File: src/design/hemisphere_depth_splat_buffer_defines.svh
// Assertion macros shared by the splat buffer RTL.
// Included by modules that carry concurrent checks; no other dependencies.
`ifndef HEMISPHERE_DEPTH_SPLAT_BUFFER_DEFINES_SVH
`define HEMISPHERE_DEPTH_SPLAT_BUFFER_DEFINES_SVH
`ifndef SYNTHESIS
`define HDSB_ASSERT(lbl, clk, rst_n, prop, msg) \
    lbl: assert property (@(posedge clk) disable iff (!rst_n) prop) else $error(msg);
`define HDSB_NEVER(lbl, clk, rst_n, cond, msg) \
    lbl: assert property (@(posedge clk) disable iff (!rst_n) !(cond)) else $error(msg);
`else
`define HDSB_ASSERT(lbl, clk, rst_n, prop, msg)
`define HDSB_NEVER(lbl, clk, rst_n, cond, msg)
`endif
`endif

File: src/design/hdsb_pkg.sv
// Shared types and constants for the hemisphere depth splat buffer.
// No dependencies; used by the front, queue, back and top level.
package hdsb_pkg;

    localparam int GRID_SIDE_DEF  = 32;
    localparam int MAX_RADIUS_DEF = 7;

    // coordinate width covers the widest clamp range of any legal parameter set
    localparam int COORD_W = 10;
    localparam int RAD_W   = 5;

    localparam logic [31:0] DEPTH_FAR  = 32'hFFFF_FFFF;
    localparam logic [31:0] NODE_RESET = 32'd938461273;
    localparam logic [15:0] SCALE_ONE  = 16'd256;
    localparam int          BLEND_SHIFT = 4;

    typedef enum logic [2:0] {
        CMD_CLEAR   = 3'd0,
        CMD_OCCLUDE = 3'd1,
        CMD_MIN     = 3'd2,
        CMD_MIN_ID  = 3'd3,
        CMD_BLEND   = 3'd4,
        CMD_READ    = 3'd5
    } t_cmd;

    typedef enum logic [1:0] {
        JOB_NONE  = 2'd0,
        JOB_CLEAR = 2'd1,
        JOB_SPLAT = 2'd2,
        JOB_READ  = 2'd3
    } t_job_kind;

    typedef struct packed {
        t_job_kind                  kind;
        t_cmd                       cmd;
        logic signed [COORD_W-1:0]  cs;
        logic signed [COORD_W-1:0]  ct;
        logic [RAD_W-1:0]           rad;
        logic [31:0]                dep;
        logic [31:0]                node;
        logic [15:0]                scl;
    } t_job;

endpackage

File: src/design/hdsb_fifo.sv
// Two-entry job queue between the front and the back of the splat buffer.
// Depends on hdsb_pkg for the job type and on the assertion macro header.
`include "hemisphere_depth_splat_buffer_defines.svh"
module hdsb_fifo (
    input  logic            i_clk,
    input  logic            i_rst_n,
    input  logic            i_push,
    input  hdsb_pkg::t_job  i_data,
    output logic            o_full,
    input  logic            i_pop,
    output hdsb_pkg::t_job  o_data,
    output logic            o_empty
);

    hdsb_pkg::t_job r_mem [2];
    logic           r_wp;
    logic           r_rp;
    logic [1:0]     r_cnt;

    assign o_full  = (r_cnt == 2'd2);
    assign o_empty = (r_cnt == 2'd0);
    assign o_data  = r_mem[r_rp];

    always_ff @(posedge i_clk) begin
        if (i_push) begin
            r_mem[r_wp] <= i_data;
        end
    end

    always_ff @(posedge i_clk) begin
        if (!i_rst_n) begin
            r_wp  <= 1'b0;
            r_rp  <= 1'b0;
            r_cnt <= 2'd0;
        end else begin
            if (i_push) r_wp <= ~r_wp;
            if (i_pop)  r_rp <= ~r_rp;
            r_cnt <= r_cnt + 2'(i_push) - 2'(i_pop);
        end
    end

    `HDSB_NEVER(a_no_overflow, i_clk, i_rst_n, i_push && o_full, "push into full queue")
    `HDSB_NEVER(a_no_underflow, i_clk, i_rst_n, i_pop && o_empty, "pop from empty queue")
    `HDSB_NEVER(a_cnt_range, i_clk, i_rst_n, r_cnt == 2'd3, "queue count out of range")

endmodule

File: config.mk
export PLATFORM = sky130hd
export DESIGN_NAME = hdsb_fifo
export DESIGN_NICKNAME = d
export VERILOG_FILES = /design/src/design/hdsb_pkg.sv /design/src/design/hdsb_fifo.sv
export VERILOG_INCLUDE_DIRS = /design/src /design/src/design
export SDC_FILE = /design/constraint.sdc
export NUM_CORES = 1
export LEC_CHECK = 0
export CAP_MARGIN = 30
export CORE_MARGIN = 1
export CORE_UTILIZATION = 55
export DETAILED_ROUTE_END_ITERATION = 8
export DONT_BUFFER_PORTS = 1
export PLACE_DENSITY = 0.7
export SLEW_MARGIN = 0
export SYNTH_ARGS = -nofsm -noshare
export SYNTH_HDL_FRONTEND = slang
export SYNTH_SLANG_ARGS = --single-unit
File: constraint.sdc
create_clock -name i_clk -period 6.7 [get_ports i_clk]
set_input_delay 0.67 -clock i_clk [delete_from_list [all_inputs] [get_ports i_clk]]
set_output_delay 0.67 -clock i_clk [all_outputs]
set_load 0.005 [all_outputs]
==> out/summary.md <==
The area inside the core boundary was 0.0145 sq mm. The worst register-to-register path ends at r_mem[1][49]. The routed design could run at a clock period as short as 2960 ps. For the I/O pin count, the log shows 226.

The worst setup path is launched from a flop. In this run the biggest area consumer among cell types represents 80.6% of the synthesized area. The final worst clock skew came out at 19.0 ps. Leaving out fill and tap cells, the most frequent cell in the layout is sky130_fd_sc_hd__edfxtp_1.

Total power for the finished layout comes to 3.10 mW. In this run, post-CTS hold repair placed 0 buffers. The depth of the worst register-to-register path was 2. After detailed routing, the met2 layer carries 6.48 mm of wire. The logs give 0 for the count of yosys warnings during synthesis and 8.60 mm for the placed wire-length estimate. The tools report the number of placement rows as 44. For this run, the detailed router's first-pass iteration total came to 4. Once the floorplan was initialized, standard cells occupied 56.4% of the core. The tool flagged a number of max-cap violations equal to 0. The number of gates given a new drive strength after cts came out at 0. The longest clock path from root to sink contains 3 buffers.

The slew at the pin closest to its max-slew limit is 756 ps. From synthesis to final layout, the design area changed by 11.4%. CTS H-tree depth: 1. The run finished with clean final reports.

The power density relative to cell area is 340 mW/mm^2, and the number of design-rule violations left by the first detailed-router iteration is 188. The average routed wire per standard cell came out at 22.6 um. The first global-routing pass estimated 17.8 mm of wire. Along the worst hold path, the cell count comes to 0.

For the number of antenna violations at the first check in global routing, the log shows 0. The number of global-route vias before repair was 3,320. The fmax is 0.338 GHz, and the clock latency at the later pin of the worst-skew pair is 490 ps.

Count of antenna diodes in the layout: 0. From bottom edge to top edge, the die measures 124 um. The worst register-to-register path begins at r_wp. The setup fix buffers added after clock tree synthesis is 0, and the hold violation count in the final report is 0.

The tools report the leakage power total as 2.99 nW. The total DRC errors in the routed layout was 0; the setup slack of the most critical reg-to-reg path was 4520 ps. Setup violations remaining at the end of the flow were counted as 0. Entering global routing, the biggest net connects 57 pins. Port buffering added 0 buffers. The floorplan step defined a die boundary enclosing 0.0154 sq mm. The congestion estimate from routability-driven global placement came to 0.695. Global routing used 15.7% of the available tracks across all layers. Cell taking the most area after synthesis: sky130_fd_sc_hd__edfxtp_1. The cell count after synthesis came out at 363. Counting the buffers created by CTS gives 23.

At the worst endpoint, the required time is 6030 ps. The number of slew-limit violations in the final report is 0. Cells fill 62.8% of the core in the end.

Setup repair after global routing left no endpoint under its margin. The number of nets handed over by synthesis was 479. Dividing the detail-routed via count by the number of cells gives 5.61. The mean instance size in the synthesized netlist was 22.6 sq um; the fraction of final layout cells with drive strength greater than 1 was 37.9%.

Sorting the synthesized cells by area gives the leading types as sky130_fd_sc_hd__edfxtp_1 (81%), sky130_fd_sc_hd__mux2_2 (15%), sky130_fd_sc_hd__buf_6 (1.5%). The type of the setup path with the least slack is flop to output port. The tree is rooted in a sky130_fd_sc_hd__clkbuf_16. Of all nets on the critical path, the largest fanout is 55.

After synthesis the netlist holds a flip-flop and latch count of 225. The logs give 2290 ps for the data arrival time of the worst path and 4.33 mm for the wire length on met1. Measured against its own limit, the worst slew margin works out to 49.6%. The worst hold path begins at i_data[91]. The top cell types in the final layout, fill and taps aside, are sky130_fd_sc_hd__edfxtp_1 (220), sky130_fd_sc_hd__mux2_2 (110), sky130_fd_sc_hd__clkbuf_16 (23). The tools report the capture endpoint of the worst hold path as r_mem[0][91].

The leftover overflow at the end of global routing was 0; the sequential fraction of the synthesis area was 81.8%. The number of distinct library cell variants in the gate-level netlist after synthesis was 13. The worst-case IR drop observed on VDD is 0.000344 V.

The final layout contains routed wiring with a total length of 13.1 mm. In the final timing run, aggregate negative setup slack is 0 ps. The path class of the tightest hold or removal check is primary input to flop.

TritonCTS built the clock tree. After clock tree synthesis, the clock-pin slew on the worst setup and hold paths is 60 ps. From left edge to right edge, the die measures 124 um. For the detailed-routed wire length on met3, the log shows 2.05 mm. The run gives 0.00820 sq mm as the synthesized cell area. STA classifies the critical path endpoint as an output port. Clock tree synthesis found a total of 225 sinks. The period utilization is 44.2%. In this run the remaining antenna-violating nets after routing total 0. Routed signal wires occupy layers up through met4.

For the vias after detailed routing, the log shows 3,252. For the number of nets in the layout, the log shows 497.
-- synth_stat cells (all sizes together) --
| cell type | count |
|---|---|
| and2 | 4 |
| buf | 12 |
| dfxtp | 5 |
| edfxtp | 220 |
| ha | 2 |
| inv | 2 |
| mux2 | 110 |
| nor2 | 1 |
| nor2b | 4 |
| o21a | 1 |
| xnor3 | 1 |
| xor2 | 1 |
-- sequential cells by signal, indices dropped and copies added (netlist names), named ones only --
| register | count |
|---|---|
| r_cnt | 2 |
| r_mem | 220 |
| r_rp | 1 |
| r_wp | 1 |
-- critical path, cell delays in order (launching register included) --
cell	delay [ps]
sky130_fd_sc_hd__dfxtp_4	470
sky130_fd_sc_hd__buf_4	510
sky130_fd_sc_hd__buf_16	310
sky130_fd_sc_hd__mux2_2	410
-- area by class of cell --
class,count,area [sq um]
timing repair buffer,5,57.6
clock inverter,12,166
sequential,225,6710
clock buffer,28,594
tap,184,230
multi-input combinational,124,1370
fill,993,5400
inverter,2,7.51
-- worst max path at each step --
stage	startpoint	end	slack, ps	cells past startpoint
CTS	flop	o_data[62]	3710	3
global route	flop	o_data[62]	3600	3
finish	flop	o_data[62]	3740	3
detailed placement	i_push	r_mem[1][93]	4250	2
global placement	flop	o_data[62]	4100	2
floorplan	i_push	r_mem[0][0]	630	1
-- power by group --
| group | internal, mW | switching (mW) | total [mW] |
|---|---|---|---|
| sequential | 1.63 | 0.0205 | 1.65 |
| clock | 0.786 | 0.481 | 1.27 |
| combinational | 0.0852 | 0.101 | 0.186 |
-- through the flow --
| step | setup WS [ps] | instances | hold slack (ps) | cell area [sq um] |
|---|---|---|---|---|
| after floorplan | 626 | 363 | 555 | 8200 |
| after global placement | 4100 | 539 | 568 | 8340 |
| after detailed placement | 4250 | 540 | 582 | 8370 |
| after CTS | 3710 | 580 | 237 | 9130 |
| after global routing | 3600 | 580 | 234 | 9130 |
| final | 3740 | 580 | 259 | 9130 |
-- cells by family (layout without fill, tap and decap cells) --
family / count (synthesis) / in the layout / synth area share, %
flip-flops: 225 / 225 / 81.8
multiplexers: 110 / 110 / 15.1
buffers and inverters: 14 / 47 / 1.66
AND/OR/NAND/NOR: 9 / 9 / 0.656
adder cells (fa/ha/maj): 2 / 2 / 0.305
XOR/XNOR: 2 / 2 / 0.382
AO/OA/AOI/OAI: 1 / 1 / 0.0916
-- routing by layer --
metal | up-vias | track usage, %
li1 | 1469 | -
met1 | 1596 | 16.3
met2 | 165 | 26.2
met3 | 22 | 9.34
met4 | 0 | 5.28
met5 | - | 0
Note: power is estimated with default switching activity, not from simulation.
