--- src/design/hemisphere_depth_splat_buffer_defines.svh ---
// Assertion macros shared by the splat buffer RTL.
// Included by modules that carry concurrent checks; no other dependencies.
`ifndef HEMISPHERE_DEPTH_SPLAT_BUFFER_DEFINES_SVH
`define HEMISPHERE_DEPTH_SPLAT_BUFFER_DEFINES_SVH
`ifndef SYNTHESIS
`define HDSB_ASSERT(lbl, clk, rst_n, prop, msg) \
    lbl: assert property (@(posedge clk) disable iff (!rst_n) prop) else $error(msg);
`define HDSB_NEVER(lbl, clk, rst_n, cond, msg) \
    lbl: assert property (@(posedge clk) disable iff (!rst_n) !(cond)) else $error(msg);
`else
`define HDSB_ASSERT(lbl, clk, rst_n, prop, msg)
`define HDSB_NEVER(lbl, clk, rst_n, cond, msg)
`endif
`endif

--- src/design/hdsb_pkg.sv ---
// Shared types and constants for the hemisphere depth splat buffer.
// No dependencies; used by the front, queue, back and top level.
package hdsb_pkg;

    localparam int GRID_SIDE_DEF  = 32;
    localparam int MAX_RADIUS_DEF = 7;

    // coordinate width covers the widest clamp range of any legal parameter set
    localparam int COORD_W = 10;
    localparam int RAD_W   = 5;

    localparam logic [31:0] DEPTH_FAR  = 32'hFFFF_FFFF;
    localparam logic [31:0] NODE_RESET = 32'd938461273;
    localparam logic [15:0] SCALE_ONE  = 16'd256;
    localparam int          BLEND_SHIFT = 4;

    typedef enum logic [2:0] {
        CMD_CLEAR   = 3'd0,
        CMD_OCCLUDE = 3'd1,
        CMD_MIN     = 3'd2,
        CMD_MIN_ID  = 3'd3,
        CMD_BLEND   = 3'd4,
        CMD_READ    = 3'd5
    } t_cmd;

    typedef enum logic [1:0] {
        JOB_NONE  = 2'd0,
        JOB_CLEAR = 2'd1,
        JOB_SPLAT = 2'd2,
        JOB_READ  = 2'd3
    } t_job_kind;

    typedef struct packed {
        t_job_kind                  kind;
        t_cmd                       cmd;
        logic signed [COORD_W-1:0]  cs;
        logic signed [COORD_W-1:0]  ct;
        logic [RAD_W-1:0]           rad;
        logic [31:0]                dep;
        logic [31:0]                node;
        logic [15:0]                scl;
    } t_job;

endpackage

--- src/design/hdsb_front.sv ---
// Front end: accepts items, moves them into the local frame and maps them to a cell.
// One shared multiplier, an iterative square root and a shared bit-serial divider.
// Depends on hdsb_pkg.
module hdsb_front #(
    parameter int GRID_SIDE  = hdsb_pkg::GRID_SIDE_DEF,
    parameter int MAX_RADIUS = hdsb_pkg::MAX_RADIUS_DEF
) (
    input  logic            i_clk,
    input  logic            i_rst_n,
    input  logic            i_cfg_we,
    input  logic [1:0]      i_cfg_idx,
    input  logic [47:0]     i_cfg_data,
    input  logic            i_valid,
    output logic            o_ready,
    input  logic [2:0]      i_cmd,
    input  logic [15:0]     i_pos_x,
    input  logic [15:0]     i_pos_y,
    input  logic [15:0]     i_pos_z,
    input  logic [31:0]     i_depth,
    input  logic [31:0]     i_node,
    input  logic [15:0]     i_scale,
    input  logic [2:0]      i_radius,
    output logic            o_push,
    output hdsb_pkg::t_job  o_job,
    input  logic            i_full
);

    localparam int HALF_SIDE = GRID_SIDE / 2;
    localparam int D_W    = 26;
    localparam int MUL_W  = 2 * D_W;
    localparam int ACC_W  = 34;
    localparam int SQ_W   = MUL_W;
    localparam int RT_W   = SQ_W / 2;
    localparam int RM_W   = RT_W + 2;
    localparam int DEN_W  = RT_W + 1;
    localparam int ND_W   = DEN_W + 2;
    localparam int HS_W   = $clog2(HALF_SIDE) + 1;
    localparam int NUM_W  = ND_W + HS_W;
    localparam int MAG_W  = NUM_W - 1;
    localparam int CNT_W  = $clog2(MAG_W);
    localparam int CW     = hdsb_pkg::COORD_W;
    localparam int RW     = hdsb_pkg::RAD_W;

    localparam logic signed [NUM_W-1:0] HALF_S = NUM_W'(HALF_SIDE);
    localparam logic signed [MAG_W:0]   WR_LO  = (MAG_W+1)'(-(MAX_RADIUS + 1));
    localparam logic signed [MAG_W:0]   WR_HI  = (MAG_W+1)'(GRID_SIDE + MAX_RADIUS);
    localparam logic signed [MAG_W:0]   RD_HI  = (MAG_W+1)'(GRID_SIDE - 1);
    localparam logic [RW-1:0]           RAD_MAX = RW'(MAX_RADIUS);

    typedef enum logic [7:0] {
        F_IDLE = 8'b0000_0001,
        F_PROJ = 8'b0000_0010,
        F_SQ   = 8'b0000_0100,
        F_ROOT = 8'b0000_1000,
        F_DEN  = 8'b0001_0000,
        F_DSET = 8'b0010_0000,
        F_DIV  = 8'b0100_0000,
        F_PUSH = 8'b1000_0000
    } t_fstate;

    t_fstate                 r_state;
    logic [47:0]             r_origin, r_tan, r_bin, r_nrm;
    hdsb_pkg::t_cmd          r_cmd;
    hdsb_pkg::t_job_kind     r_kind;
    logic [31:0]             r_dep, r_node;
    logic [15:0]             r_scl;
    logic [RW-1:0]           r_rad;
    logic signed [16:0]      r_rv [3];
    logic signed [D_W-1:0]   r_d [3];
    logic [1:0]              r_comp, r_axis;
    logic                    r_ph;
    logic signed [MUL_W-1:0] r_prod;
    logic signed [ACC_W-1:0] r_acc;
    logic [SQ_W-1:0]         r_sq;
    logic [RM_W-1:0]         r_rem;
    logic [RT_W-1:0]         r_root;
    logic [CNT_W-1:0]        r_cnt;
    logic [DEN_W-1:0]        r_den;
    logic [MAG_W-1:0]        r_mag;
    logic                    r_neg;
    logic [DEN_W:0]          r_drem;
    logic [MAG_W-1:0]        r_q;
    logic                    r_dsel;
    logic signed [CW-1:0]    r_cs, r_ct;

    logic [47:0]             w_axis;
    logic signed [15:0]      w_af;
    logic signed [D_W-1:0]   w_ma, w_mb;
    logic signed [MUL_W-1:0] w_prod;
    logic signed [ACC_W-1:0] w_psum;
    logic signed [D_W-1:0]   w_pd;
    logic [RM_W-1:0]         w_rsh, w_trial;
    logic signed [DEN_W:0]   w_dens;
    logic signed [D_W-1:0]   w_dc;
    logic signed [ND_W-1:0]  w_ndc;
    logic signed [NUM_W-1:0] w_num;
    logic [DEN_W:0]          w_dsh;
    logic                    w_qbit;
    logic [MAG_W-1:0]        w_qn;
    logic signed [MAG_W:0]   w_qs, w_qc, w_lo, w_hi;
    logic                    w_reject;
    logic signed [16:0]      w_px, w_py, w_pz;
    logic signed [16:0]      w_ox, w_oy, w_oz;

    assign o_ready = (r_state == F_IDLE);
    assign o_push  = (r_state == F_PUSH) && !i_full;

    always_comb begin
        o_job      = '0;
        o_job.kind = r_kind;
        o_job.cmd  = r_cmd;
        o_job.cs   = r_cs;
        o_job.ct   = r_ct;
        o_job.rad  = r_rad;
        o_job.dep  = r_dep;
        o_job.node = r_node;
        o_job.scl  = r_scl;
    end

    // shared multiplier: projection terms, then squares of the local components
    always_comb begin
        case (r_axis)
            2'd0:    w_axis = r_tan;
            2'd1:    w_axis = r_bin;
            default: w_axis = r_nrm;
        endcase
        case (r_comp)
            2'd0:    w_af = signed'(w_axis[15:0]);
            2'd1:    w_af = signed'(w_axis[31:16]);
            default: w_af = signed'(w_axis[47:32]);
        endcase
        if (r_state == F_SQ) begin
            w_ma = r_d[r_comp];
            w_mb = r_d[r_comp];
        end else begin
            w_ma = D_W'(r_rv[r_comp]);
            w_mb = D_W'(w_af);
        end
        w_prod = w_ma * w_mb;
    end

    assign w_psum = r_acc + ACC_W'(r_prod);
    assign w_pd   = D_W'(w_psum >>> 8);
    assign w_reject = w_pd[D_W-1] &&
        (r_cmd inside {hdsb_pkg::CMD_OCCLUDE, hdsb_pkg::CMD_MIN, hdsb_pkg::CMD_MIN_ID});

    assign w_rsh   = {r_rem[RM_W-3:0], r_sq[SQ_W-1 -: 2]};
    assign w_trial = {r_root, 2'b01};

    assign w_dens = signed'({1'b0, r_root}) + (DEN_W+1)'(r_d[2]);

    assign w_dc   = r_dsel ? r_d[1] : r_d[0];
    assign w_ndc  = signed'({2'b00, r_den}) + ND_W'(w_dc);
    assign w_num  = NUM_W'(w_ndc) * HALF_S;

    assign w_dsh  = {r_drem[DEN_W-1:0], r_mag[MAG_W-1]};
    assign w_qbit = (w_dsh >= {1'b0, r_den});
    assign w_qn   = {r_q[MAG_W-2:0], w_qbit};

    // truncate toward zero, then clamp to the write or read window
    always_comb begin
        w_qs = r_neg ? -signed'({1'b0, w_qn}) : signed'({1'b0, w_qn});
        if (r_kind == hdsb_pkg::JOB_READ) begin
            w_lo = '0;
            w_hi = RD_HI;
        end else begin
            w_lo = WR_LO;
            w_hi = WR_HI;
        end
        if (w_qs < w_lo)      w_qc = w_lo;
        else if (w_qs > w_hi) w_qc = w_hi;
        else                  w_qc = w_qs;
    end

    assign w_px = 17'(signed'(i_pos_x));
    assign w_py = 17'(signed'(i_pos_y));
    assign w_pz = 17'(signed'(i_pos_z));

    // rays are not moved by the origin
    always_comb begin
        if (i_cmd == hdsb_pkg::CMD_READ) begin
            w_ox = '0;
            w_oy = '0;
            w_oz = '0;
        end else begin
            w_ox = 17'(signed'(r_origin[15:0]));
            w_oy = 17'(signed'(r_origin[31:16]));
            w_oz = 17'(signed'(r_origin[47:32]));
        end
    end

    always_ff @(posedge i_clk) begin
        if (!i_rst_n) begin
            r_origin <= '0;
            r_tan    <= '0;
            r_bin    <= '0;
            r_nrm    <= '0;
        end else if (i_cfg_we) begin
            case (i_cfg_idx)
                2'd0:    r_origin <= i_cfg_data;
                2'd1:    r_tan    <= i_cfg_data;
                2'd2:    r_bin    <= i_cfg_data;
                default: r_nrm    <= i_cfg_data;
            endcase
        end
    end

    always_ff @(posedge i_clk) begin
        if (!i_rst_n) begin
            r_state <= F_IDLE;
        end else begin
            case (r_state)
                F_IDLE: begin
                    if (i_valid) begin
                        r_cmd  <= hdsb_pkg::t_cmd'(i_cmd);
                        r_dep  <= i_depth;
                        r_node <= i_node;
                        r_scl  <= i_scale;
                        r_rad  <= (RW'(i_radius) > RAD_MAX) ? RAD_MAX : RW'(i_radius);
                        r_cs   <= '0;
                        r_ct   <= '0;
                        r_acc  <= '0;
                        r_sq   <= '0;
                        r_comp <= 2'd0;
                        r_axis <= 2'd0;
                        r_ph   <= 1'b0;
                        r_dsel <= 1'b0;
                        r_rv[0] <= w_px - w_ox;
                        r_rv[1] <= w_py - w_oy;
                        r_rv[2] <= w_pz - w_oz;
                        case (hdsb_pkg::t_cmd'(i_cmd))
                            hdsb_pkg::CMD_CLEAR: begin
                                r_kind  <= hdsb_pkg::JOB_CLEAR;
                                r_state <= F_PUSH;
                            end
                            hdsb_pkg::CMD_READ: begin
                                r_kind  <= hdsb_pkg::JOB_READ;
                                r_state <= F_PROJ;
                            end
                            hdsb_pkg::CMD_OCCLUDE, hdsb_pkg::CMD_MIN,
                            hdsb_pkg::CMD_MIN_ID, hdsb_pkg::CMD_BLEND: begin
                                r_kind  <= hdsb_pkg::JOB_SPLAT;
                                r_state <= F_PROJ;
                            end
                            default: begin
                                r_kind  <= hdsb_pkg::JOB_NONE;
                                r_state <= F_PUSH;
                            end
                        endcase
                    end
                end
                F_PROJ: begin
                    r_ph <= ~r_ph;
                    if (!r_ph) begin
                        r_prod <= w_prod;
                    end else if (r_comp == 2'd2) begin
                        r_d[r_axis] <= w_pd;
                        r_acc  <= '0;
                        r_comp <= 2'd0;
                        if (r_axis == 2'd2) begin
                            // below the horizon: drop for the plain write commands
                            if (w_reject) begin
                                r_kind  <= hdsb_pkg::JOB_NONE;
                                r_state <= F_PUSH;
                            end else begin
                                r_state <= F_SQ;
                            end
                        end else begin
                            r_axis <= r_axis + 2'd1;
                        end
                    end else begin
                        r_acc  <= w_psum;
                        r_comp <= r_comp + 2'd1;
                    end
                end
                F_SQ: begin
                    r_ph <= ~r_ph;
                    if (!r_ph) begin
                        r_prod <= w_prod;
                    end else begin
                        r_sq <= r_sq + SQ_W'(unsigned'(r_prod));
                        if (r_comp == 2'd2) begin
                            r_comp  <= 2'd0;
                            r_rem   <= '0;
                            r_root  <= '0;
                            r_cnt   <= '0;
                            r_state <= F_ROOT;
                        end else begin
                            r_comp <= r_comp + 2'd1;
                        end
                    end
                end
                F_ROOT: begin
                    r_sq <= r_sq << 2;
                    if (w_rsh >= w_trial) begin
                        r_rem  <= w_rsh - w_trial;
                        r_root <= {r_root[RT_W-2:0], 1'b1};
                    end else begin
                        r_rem  <= w_rsh;
                        r_root <= {r_root[RT_W-2:0], 1'b0};
                    end
                    r_cnt <= r_cnt + CNT_W'(1);
                    if (r_cnt == CNT_W'(RT_W - 1)) r_state <= F_DEN;
                end
                F_DEN: begin
                    // degenerate direction: force the denominator to one
                    r_den   <= (w_dens < 1) ? DEN_W'(1) : DEN_W'(w_dens);
                    r_state <= F_DSET;
                end
                F_DSET: begin
                    r_neg   <= w_num[NUM_W-1];
                    r_mag   <= MAG_W'(w_num[NUM_W-1] ? -w_num : w_num);
                    r_drem  <= '0;
                    r_q     <= '0;
                    r_cnt   <= '0;
                    r_state <= F_DIV;
                end
                F_DIV: begin
                    r_mag <= r_mag << 1;
                    r_q   <= w_qn;
                    r_drem <= w_qbit ? (w_dsh - {1'b0, r_den}) : w_dsh;
                    r_cnt <= r_cnt + CNT_W'(1);
                    if (r_cnt == CNT_W'(MAG_W - 1)) begin
                        if (!r_dsel) begin
                            r_cs    <= CW'(w_qc);
                            r_dsel  <= 1'b1;
                            r_state <= F_DSET;
                        end else begin
                            r_ct    <= CW'(w_qc);
                            r_state <= F_PUSH;
                        end
                    end
                end
                F_PUSH: begin
                    if (!i_full) r_state <= F_IDLE;
                end
                default: r_state <= F_IDLE;
            endcase
        end
    end

endmodule

--- config.mk ---
export PLATFORM = sky130hd
export DESIGN_NAME = hdsb_front
export DESIGN_NICKNAME = d
export VERILOG_FILES = /design/src/design/hemisphere_depth_splat_buffer_defines.svh /design/src/design/hdsb_pkg.sv /design/src/design/hdsb_front.sv
export SDC_FILE = /design/constraint.sdc
export NUM_CORES = 2
export LEC_CHECK = 0
export BUFFER_PORTS_ARGS = -buffer_cell sky130_fd_sc_hd__buf_2
export CORE_MARGIN = 3
export CORE_UTILIZATION = 55
export CTS_BUF_LIST = sky130_fd_sc_hd__clkbuf_8
export DETAILED_ROUTE_END_ITERATION = 6
export PLACE_DENSITY = 0.79
export RECOVER_POWER = 50
export SETUP_SLACK_MARGIN = 0.2
export SLEW_MARGIN = 25
export SYNTH_ARGS = -nofsm -noshare
export SYNTH_HDL_FRONTEND = slang
export SYNTH_SLANG_ARGS = --single-unit
export TNS_END_PERCENT = 10
--- constraint.sdc ---
create_clock -name i_clk -period 18.8 [get_ports i_clk]
set_clock_uncertainty 0.15 [all_clocks]
set_input_delay 2.82 -clock i_clk [delete_from_list [all_inputs] [get_ports i_clk]]
set_output_delay 2.82 -clock i_clk [all_outputs]
set_load 0.01 [all_outputs]
==> impl_results.md <==
* Area of the multi-input gates at 42,900 µm²
* Number of buffers created by CTS at 141
* DP HPWL at 164,000 µm
* Grt total ovfl at 0
* Fillcell total at 10,500
* Sink Count at 783
* Syn Area/Cell at 9.45 µm²
* DR vias at 54,600
* Post-route design area at 75,100 µm²
* Count of pins over their slew limit at 771
* Fin worst setup slack at 6400 ps
* Storage element area at 21,500 µm²
* Arr. time, crit path at 12,960 ps
* Final net count at 8,890
* # port buffers at 298
* Crit Path Max Fanout at 63
* Die area at 130,000 µm²
* Crit-path slowest cell: clkbuf_1
* Cell variety after synth at 87
* Worst slew margin at -201%
* CTS tree: built
* Die height at 360 µm
* Most common cell after layout, fill and taps aside: nand2_1
* Sum Neg Setup Slack at 0 ps
* RSZ-0062 raised after global routing: false
* Count of final setup violators at 0
* Status: finished with violations
* Largest net degree at the start of global routing at 116
* First-pass GRT wire length at 322,000 µm
* Core Area at 124,000 µm²
* Fmax at 0.0807 GHz
* Max H-tree Level at 4
* Critical Path Start Type: flop
* Clock Latency Late Sink at 850 ps
* Yosys reg bits at 783
* Share of layout cells above drive strength 1 at 8.73%
* # DRC at 13
* Row count at 129
* Final worst path period share at 65.9%
* Reg2reg end: r_prod[49]
* CTS clock-pin slew for the worst setup and hold paths at 60 ps
* Util after Layout at 60.4%
* Synth Cell Area at 69,100 µm²
* Root Driver: clkbuf_8
* WP data required at 19,360 ps
* Post-CTS Setup Repair Bufs at 0
* Vias in the first global route at 54,300
* Number of max-cap violations at 17
* CP endpoint: r_prod[49]
* Post-synth EDFFs at 581
* Detail Route Antenna Nets at 0
* Starting density of the core at 55.6%
* Setup WS pre-CTS at 7740 ps
* Synth Flop Type: edfxtp_1
* Critical path's largest stage delay at 1800 ps
* Setup slack, reg-to-reg at 6400 ps
* Clk buf depth at 3
* DRT iter0 DRCs at 5,511
* Minimum clock period after layout at 12,400 ps
* Drt total wl at 211,000 µm
* Die Width at 360 µm
* P&R area growth vs syn at 8.73%
* Area share of the largest cell type after synthesis at 25.3%
* Initial antenna violation count at 12
* Worst r2r src: r_state[7]
* Dpl cell area at 72,500 µm²
* Post-synth ARST share at 0%
* Worst-margin pin slew at 4520 ps
* CP endpoint kind: flop
* Most frequent CP cell: fa_1
* Yosys top cell by area: edfxtp_1
* Wirelength per Cell at 22.7 µm
* CP Class: reg -> reg
* Gp weighted congestion at 1.01
* Endpoints failing hold at 0
* Post-cts resize count at 0
* FF-to-FF path depth at 31
* Vias per std cell at 5.87
* Most frequent cells in the layout: nand2_1, inv_1, fa_1
* Global router's overall resource usage at 32.3%
* Ranking of synthesized cells by area: edfxtp_1, fa_1, ha_1, nand2_1, dfxtp_1
* Boundary pin count at 301
* Register area share after synthesis at 31.1%
* Failing checks: DRC, capacitance limit, slew limit
* Cells after Synth at 7,313
* YS warnings at 0
* Cts hold-fix bufs at 0
* Start point of the critical path: r_state[7]
* Worst hold path type: reg -> reg
* Initial DRT Pass Iterations at 7
-- flip-flops by register name (all words and copies together), names as in the netlist, 10 cells and up, named ones only --
signal and cells:
r_d 104, r_prod 52, r_sq 52, r_rv 51
r_bin 48, r_nrm 48, r_origin 48, r_tan 48
r_acc 34, r_dep 32, r_node 32, r_q 32
r_mag 29, r_den 27, r_drem 27, r_rem 26
r_root 26, r_scl 16, r_cs 10, r_ct 10
-- metrics by stage --
stage	hold slack [ps]	cells
5_1_grt	335	9300
4_1_cts	316	9296
2_1_floorplan	289	7314
3_3_place_gp	298	9044
3_5_place_dp	308	9046
6_report	317	9302
-- synthesized netlist by cell type (all sizes together) (94+ instances only) --
cell type  instances
nor2             573
edfxtp           581
fa               719
xnor2            208
dfxtp            202
a21boi           218
inv             1014
nand2           1167
nand3             95
a21o             122
a21oi            344
o21ai            244
ha               429
clkbuf           262
nor2b             94
-- critical path: cells and delay by family, from the launching register on --
| family | cells | cell delay [ps] |
|---|---|---|
| AOI/OAI and AO/OA | 6 | 1900 |
| adders and majority gates | 8 | 3960 |
| buffers and inverters | 7 | 2950 |
| DFF | 1 | 330 |
| muxes | 1 | 390 |
| and+or+nand+nor | 9 | 2520 |
-- cells by family (layout without fill, tap and decap cells) --
logic type	Yosys count	in the layout	synth area share (%)
simple gates	2293	2293	14.3
compound gates	1382	1382	13.3
buf+inv	1314	1660	7.18
fa+ha+maj	1148	1148	28.6
flops	783	783	31.1
xor+xnor	298	298	3.78
mux	94	94	1.78
other cells	1	7	0.00543
-- cell type report --
| cell class | count | share of cell area, % |
|---|---|---|
| multi-input combinational | 5217 | 57.1 |
| sequential | 783 | 28.6 |
| inverter | 1015 | 5.07 |
| timing repair buffer | 395 | 2.90 |
| clock buffer | 151 | 2.77 |
| tap | 1637 | 2.73 |
| clock inverter | 99 | 0.841 |
| antenna | 5 | 0.0167 |
-- routing by layer --
| metal | track usage (%) | vias up | wire length [µm] |
|---|---|---|---|
| li1 | - | 24800 | - |
| met4 | 13.1 | 4 | 9480 |
| met2 | 50.2 | 2469 | 94400 |
| met3 | 8.36 | 464 | 20800 |
| met5 | 0 | - | 25 |
| met1 | 43.5 | 26900 | 86300 |
-- worst min-delay path by stage --
stage                       startpoint           end  cells after the start
after global placement     r_origin[0]   r_origin[0]                      2
final                     r_origin[32]  r_origin[32]                      2
after CTS                 r_origin[32]  r_origin[32]                      2
after detailed placement  r_origin[32]  r_origin[32]                      2
after floorplan            r_origin[0]   r_origin[0]                      2
after global routing         r_bin[10]     r_bin[10]                      2
Power is not shown: default switching activity piles up to over one toggle a cycle in this logic, so the estimate is an artifact.
